$ cat config.mk
export PLATFORM = sky130hd
export DESIGN_NAME = chm_ctrl
export DESIGN_NICKNAME = d
export VERILOG_FILES = /design/src/sv/chm_pkg.sv /design/src/sv/chm_ctrl.sv
export SDC_FILE = /design/constraint.sdc
export NUM_CORES = 1
export LEC_CHECK = 0
export BUFFER_PORTS_ARGS = -buffer_cell sky130_fd_sc_hd__buf_2
export CORE_AREA = 2 2 39 41
export DETAILED_ROUTE_END_ITERATION = 12
export DIE_AREA = 0 0 41 43
export MAX_ROUTING_LAYER = met4
export PLACE_DENSITY = 0.68
export RECOVER_POWER = 25
export SLEW_MARGIN = 20
export SYNTH_ARGS = -nofsm -noshare
export SYNTH_HDL_FRONTEND = slang
export SYNTH_SLANG_ARGS = --single-unit
export TNS_END_PERCENT = 100
$ cat constraint.sdc
create_clock -name clk_i -period 1 [get_ports clk_i]
set_input_delay 0.1 -clock clk_i [delete_from_list [all_inputs] [get_ports clk_i]]
set_output_delay 0.1 -clock clk_i [all_outputs]
set_load 0.05 [all_outputs]
$ cat src/sv/chm_pkg.sv
// Package with the shared widths, codes and controller/datapath interface types.
package chm_pkg;

  localparam int unsigned CMD_W = 2;
  localparam int unsigned KEY_W = 32;
  localparam int unsigned VAL_W = 64;
  localparam int unsigned STS_W = 2;

  localparam logic [CMD_W-1:0] CMD_INSERT = 2'd0;
  localparam logic [CMD_W-1:0] CMD_FIND   = 2'd1;
  localparam logic [CMD_W-1:0] CMD_REMOVE = 2'd2;

  localparam logic [STS_W-1:0] ST_OK   = 2'd0;
  localparam logic [STS_W-1:0] ST_MISS = 2'd1;
  localparam logic [STS_W-1:0] ST_FULL = 2'd2;

  typedef struct packed {
    logic             clr;
    logic             accept;
    logic             bkt_take;
    logic             ins_alloc;
    logic             ins_link;
    logic             walk_start;
    logic             walk_step;
    logic             rem_unlink;
    logic             res_set;
    logic [STS_W-1:0] res_status;
    logic             res_hit;
    logic             out_load;
  } chm_cmd_t;

  typedef struct packed {
    logic             clr_last;
    logic             mod_done;
    logic             head_null;
    logic             tail_null;
    logic             pool_empty;
    logic             key_match;
    logic             next_null;
    logic [CMD_W-1:0] cmd;
  } chm_sts_t;

endpackage

$ cat src/sv/chm_ctrl.sv
// Controller state machine sequencing the bucket clear, insert, chain walk and result.
module chm_ctrl (
  input  logic              clk_i,
  input  logic              rst_ni,
  input  logic              in_valid_i,
  output logic              in_stall_o,
  output logic              out_valid_o,
  input  logic              out_stall_i,
  input  chm_pkg::chm_sts_t sts_i,
  output chm_pkg::chm_cmd_t cmd_o
);
  import chm_pkg::*;

  localparam logic [2:0] S_CLR  = 3'd0;
  localparam logic [2:0] S_IDLE = 3'd1;
  localparam logic [2:0] S_MOD  = 3'd2;
  localparam logic [2:0] S_RDB  = 3'd3;
  localparam logic [2:0] S_LINK = 3'd4;
  localparam logic [2:0] S_WALK = 3'd5;
  localparam logic [2:0] S_FIN  = 3'd6;

  logic [2:0] state_q, state_d;
  logic       out_valid_q, out_valid_d;

  always_comb begin
    state_d = state_q;
    cmd_o   = '0;
    case (state_q)
      S_CLR: begin
        cmd_o.clr = 1'b1;
        if (sts_i.clr_last) begin
          state_d = S_IDLE;
        end
      end
      S_IDLE: begin
        if (in_valid_i) begin
          cmd_o.accept = 1'b1;
          state_d      = S_MOD;
        end
      end
      S_MOD: begin
        if (sts_i.mod_done) begin
          cmd_o.bkt_take = 1'b1;
          state_d        = S_RDB;
        end
      end
      S_RDB: begin
        case (sts_i.cmd)
          CMD_INSERT: begin
            cmd_o.res_set = 1'b1;
            if (sts_i.pool_empty) begin
              cmd_o.res_status = ST_FULL;
              state_d          = S_FIN;
            end else begin
              cmd_o.ins_alloc  = 1'b1;
              cmd_o.res_status = ST_OK;
              state_d          = sts_i.tail_null ? S_FIN : S_LINK;
            end
          end
          CMD_FIND, CMD_REMOVE: begin
            if (sts_i.head_null) begin
              cmd_o.res_set    = 1'b1;
              cmd_o.res_status = ST_MISS;
              state_d          = S_FIN;
            end else begin
              cmd_o.walk_start = 1'b1;
              state_d          = S_WALK;
            end
          end
          default: begin
            cmd_o.res_set    = 1'b1;
            cmd_o.res_status = ST_MISS;
            state_d          = S_FIN;
          end
        endcase
      end
      S_LINK: begin
        cmd_o.ins_link = 1'b1;
        state_d        = S_FIN;
      end
      S_WALK: begin
        if (sts_i.key_match) begin
          cmd_o.res_set    = 1'b1;
          cmd_o.res_status = ST_OK;
          if (sts_i.cmd == CMD_FIND) begin
            cmd_o.res_hit = 1'b1;
          end else begin
            cmd_o.rem_unlink = 1'b1;
          end
          state_d = S_FIN;
        end else if (sts_i.next_null) begin
          cmd_o.res_set    = 1'b1;
          cmd_o.res_status = ST_MISS;
          state_d          = S_FIN;
        end else begin
          cmd_o.walk_step = 1'b1;
        end
      end
      S_FIN: begin
        if (!out_valid_q || !out_stall_i) begin
          cmd_o.out_load = 1'b1;
          state_d        = S_IDLE;
        end
      end
      default: begin
        state_d = S_IDLE;
      end
    endcase
  end

  assign out_valid_d = cmd_o.out_load | (out_valid_q & out_stall_i);

  always_ff @(posedge clk_i or negedge rst_ni) begin
    if (!rst_ni) begin
      state_q     <= S_CLR;
      out_valid_q <= 1'b0;
    end else begin
      state_q     <= state_d;
      out_valid_q <= out_valid_d;
    end
  end

  assign in_stall_o  = (state_q != S_IDLE);
  assign out_valid_o = out_valid_q;

endmodule

# ---- After elaboration in Yosys (flattened, before gate mapping)
# Cells that the tools add are included.
dict set report totals {
  ff_bits 4
  input_bits 13
  out_inout_bits 15
  word_cells 64
}
dict set report classes {
  eq_ne 14
  n_mux 39
  n_bitwise 2
  n_reduce_logical 7
}
# op n
set ops {}
lappend ops {{two-way mux 3 bit} 9}
lappend ops {{two-way mux 1 bit} 21}
lappend ops {{case mux 3 bit (7 select lines)} 1}
lappend ops {{case mux 3 bit (2 select lines)} 3}
lappend ops {{two-way mux 2 bit} 5}
lappend ops {{== test 3 bit (second input constant)} 3}
lappend ops {{!= test 2 bit (second input constant)} 4}
lappend ops {{== test 3 x 2 -> 1 bit (second input constant)} 2}
lappend ops {{AND reduction 5 bit} 1}
lappend ops {{== test 3 x 1 -> 1 bit (second input constant)} 1}
lappend ops {{zero test 3 bit} 1}
lappend ops {{!= test 3 x 1 -> 1 bit (second input constant)} 1}
lappend ops {{!= test 3 bit (second input constant)} 1}
lappend ops {{== test 2 x 1 -> 1 bit (second input constant)} 1}
lappend ops {{== test 2 bit (second input constant)} 1}
lappend ops {{zero test 1 bit} 2}
lappend ops {{zero test 2 bit} 1}
lappend ops {{OR reduction 2 bit} 1}
lappend ops {{bitwise AND 1 bit} 1}
lappend ops {{logical OR 1 bit} 1}
lappend ops {{bitwise OR 1 bit} 1}

# ---- Longest topological paths before layout
dict set report depth {
  word_depth 5
  mapped_depth 5
  mapped_depth_nobuf 5
}

# ---- Worst setup path before layout
# No wires, ideal clock.
dict set report synth_timing {
  kind {flip-flop to output port}
  startpoint {register state_q[0]}
  endpoint {output cmd_o[7] in the netlist's numbering}
  arrival_ns 2.235
  t_required_ns 0.900
  setup_slack_ns -1.335
  stages_incl_launch_ff 4
  path_buffers 1
  path_cell_list {dfrtp_1 buf_4 nand2_1 nor4b_1}
}
# item line_no
set synth_rtl {}
lappend synth_rtl {{start: declaration} chm_ctrl.sv:22} ;# logic [2:0] state_q, state_d;
lappend synth_rtl {{start signal: assignment} chm_ctrl.sv:118} ;# state_q <= state_d;
lappend synth_rtl {{end: declaration} chm_ctrl.sv:10} ;# output chm_pkg::chm_cmd_t cmd_o

==> qor.csv <==
metric,value,unit
synth_ff_type,dfrtp_1,
ys_top_cells_by_count,"nor2_1, inv_1, nand2_1",
syn-instance-count,59,
synth_nets,75,
cp.required,0.90,ns
synth_edf_count,0,
violations,negative setup slack,
cts-root-buf,clkbuf_4,
synth.largest_area_cell,dfrtp_1,
place.gp.congestion,0.7414,
yosysTopAreaCellShare,0.2156,
critical_path_class,flop to output pin,
drt-total-wl,1813,um
antenna_found_initial,0,
rsz0062_at_grt,yes,
die_h,43,um
antennaDiodeCount,0,
run_status,"complete, but fails checks",
fillers,82,
finalPower,3322,uW
fmax,655.2,MHz
grt_util_all_layers,0.2087,
syn-cell-area,464.2,um2
cts_inserted_buffers,3,
hold_violations,0,
fin_util,0.7776,
cellPowerDensity,3088,mW/mm2
h-tree-depth,1,
slew_violations,0,
drv_cap,0,
cp_cell_sequence,buf_4 -> nand2b_4 -> o32ai_2 -> and2_4 -> buf_8,
core_area,0.001384,mm2
timing.rr.end,state_q[1],
dp_hpwl,1063,um
fin_ws,-0.5262,ns
nets,127,
drt_iter0_drc,11,
ff2ff_path_depth,5,
worstSetupEndpointType,output pin,
fp.dieW,41,um
hold_path_class,input port to flop,
period_minus_slack,1.526,ns
avgRoutedWirePerCell,14.39,um
cts.clk_slew.worst_paths,0.04,ns
max_stage_delay,0.41,ns
final_antenna_net_count,0,
p_leak,0.0004969,uW
dieArea,0.001763,mm2
synthArstFlopShare,1.000,
peakVddDrop,1.730,mV
grt_overflow,0,
min_to,out_valid_o,
cts_num_sinks,4,
viasPerCell,4.913,
clk_latency,0.24,ns
drt-pass1-iter-count,4,
rrSetupSlack,-0.34,ns
grt_max_degree,8,
final_cells,126,
synth_area_per_cell,7.868,um2
drc,0,
whs_path_depth,3,
boundaryPins,28,
grt_pass1_vias,580,
r2r_start,state_q[2],
synthTopCellsByArea,"dfrtp_1, ha_1, nor2_1",
synth_most_common_cell,nor2_1,
tightest_slew,0.3180,ns
synth.distinct_cells,30,
clock_skew,0.001217,ns
initial_core_util,0.3354,
cts_tree,built,
holdWs,0.1047,ns
ys_ff_latch,4,
dp_cells,114,
grt_pass1_wl,2421,um
fp-row-count,14,
vias,619,
cp_max_fo,6,
cpMaxStageDelayCell,dfrtp_2,
fin_crit_sh,1.526,
hold_start,out_stall_i,
ys_warn_count,0,
worstSetupStartpointType,flop,
worstPathArrival,1.43,ns
slew_headroom,0.7872,
drive_gt1_frac,0.7455,
cts.path.max_buffers,2,
setup_viol,18,
yosysSeqAreaShare,0.2156,
dp_slack,-0.3525,ns
area_growth,131.8,%
port_buffers,27,
==> sequential cells by signal (all words and copies together) (netlist names) <==
name         cells
out_valid_o      1
state_q          3
==> repair_timing <==
| item | 4_1_cts | 5_1_grt |
|---|---|---|
| endpoints found under the hold margin | 4 | 0 |
| pin swaps | 7 | 5 |
| hold buffers | 1 | 0 |
| setup endpoints to repair | 18 | 19 |
| setup buffers | 4 | 3 |
| resized for setup | 43 | 9 |
==> worst max-delay path: cells and delay by family, from the launching register on <==
| family | cells | cell delay (ns) |
|---|---|---|
| flip-flops | 1 | 0.41 |
| buffers and inverters | 2 | 0.27 |
| AND/OR/NAND/NOR | 2 | 0.26 |
| AO/OA/AOI/OAI | 1 | 0.23 |
==> report_power, final <==
part,leakage (uW),switching [uW],total [uW],internal [uW]
Combinational,0.000438,1420,2710,1290
Clock,0.0000150,82.8,234,151
Sequential,0.0000439,119,378,258
Total,0.000497,1620,3320,1700
==> worst max-delay path by stage <==
stage	start	end	slack, ns	cells after the start
after global routing	state_q[2]	cmd_o[2]	-0.58	5
after CTS	state_q[1]	cmd_o[3]	-0.51	4
after detailed placement	state_q[1]	cmd_o[2]	-0.35	4
after floorplan	state_q[2]	cmd_o[11]	-0.42	3
final	state_q[2]	cmd_o[2]	-0.53	5
after global placement	state_q[1]	cmd_o[2]	-0.35	4
==> area by class of cell <==
class	instances	area, um2	share of cell area
repair buffers	50	432.9	0.4023
multi-input cells	46	469.2	0.4360
inverters	6	22.52	0.02093
flip-flops and latches	4	105.1	0.09767
well taps	16	20.02	0.01860
clock buffers	4	26.28	0.02442
==> logic make-up (layout without fill, tap and decap cells) <==
kind of cell	Yosys count	in the layout	synth area share
DFF	4	4	0.2156
and+or+nand+nor	31	31	0.3936
AOI/OAI and AO/OA	12	12	0.1914
buffers and inverters	9	60	0.1186
adders and majority gates	3	3	0.08087
==> cell usage in the layout, fill, tap and decap left out <==
cell type,netlist,layout
buf_4,1,18
buf_6,1,13
buf_2,0,11
nor2_4,0,6
inv_1,6,5
nand2_1,5,5
buf_8,0,5
clkbuf_4,0,4
dfrtp_2,0,4
a21oi_1,3,3
ha_1,3,3
nand2b_4,0,2
and2_4,0,2
nor2b_4,0,2
nor3b_4,0,2
o21ai_0,2,2
o32ai_2,1,2
clkbuf_1,0,2
a211oi_1,1,1
nor2_1,7,1
o22ai_2,0,1
nand3_4,0,1
or3b_4,1,1
nor4b_4,0,1
and3_4,0,1
nand4b_1,1,1
nor2_2,1,1
and2b_2,1,1
inv_2,0,1
nand3b_1,1,1
a31oi_1,1,1
nand3_1,2,1
nor3b_2,0,1
a311oi_2,0,1
a32o_1,1,1
and3b_2,1,1
dlygate4sd3_1,0,1
==> through the flow <==
step | area [um2] | TNS, ns
floorplan | 565.5 | -2.946
global placement | 800.8 | -4.616
detailed placement | 800.8 | -4.653
CTS | 1017 | -6.659
global route | 1076 | -7.933
finish | 1076 | -6.936
==> layer usage <==
layer | wire length [um] | vias to the layer above | GRT usage
li1 | - | 311 | -
met1 | 797 | 288 | 0.2182
met2 | 931 | 18 | 0.3563
met3 | 78 | 2 | 0.06283
met4 | 6 | 0 | 0.06000
met5 | 0 | - | -
No activity file was read; power rests on OpenSTA's default activity.
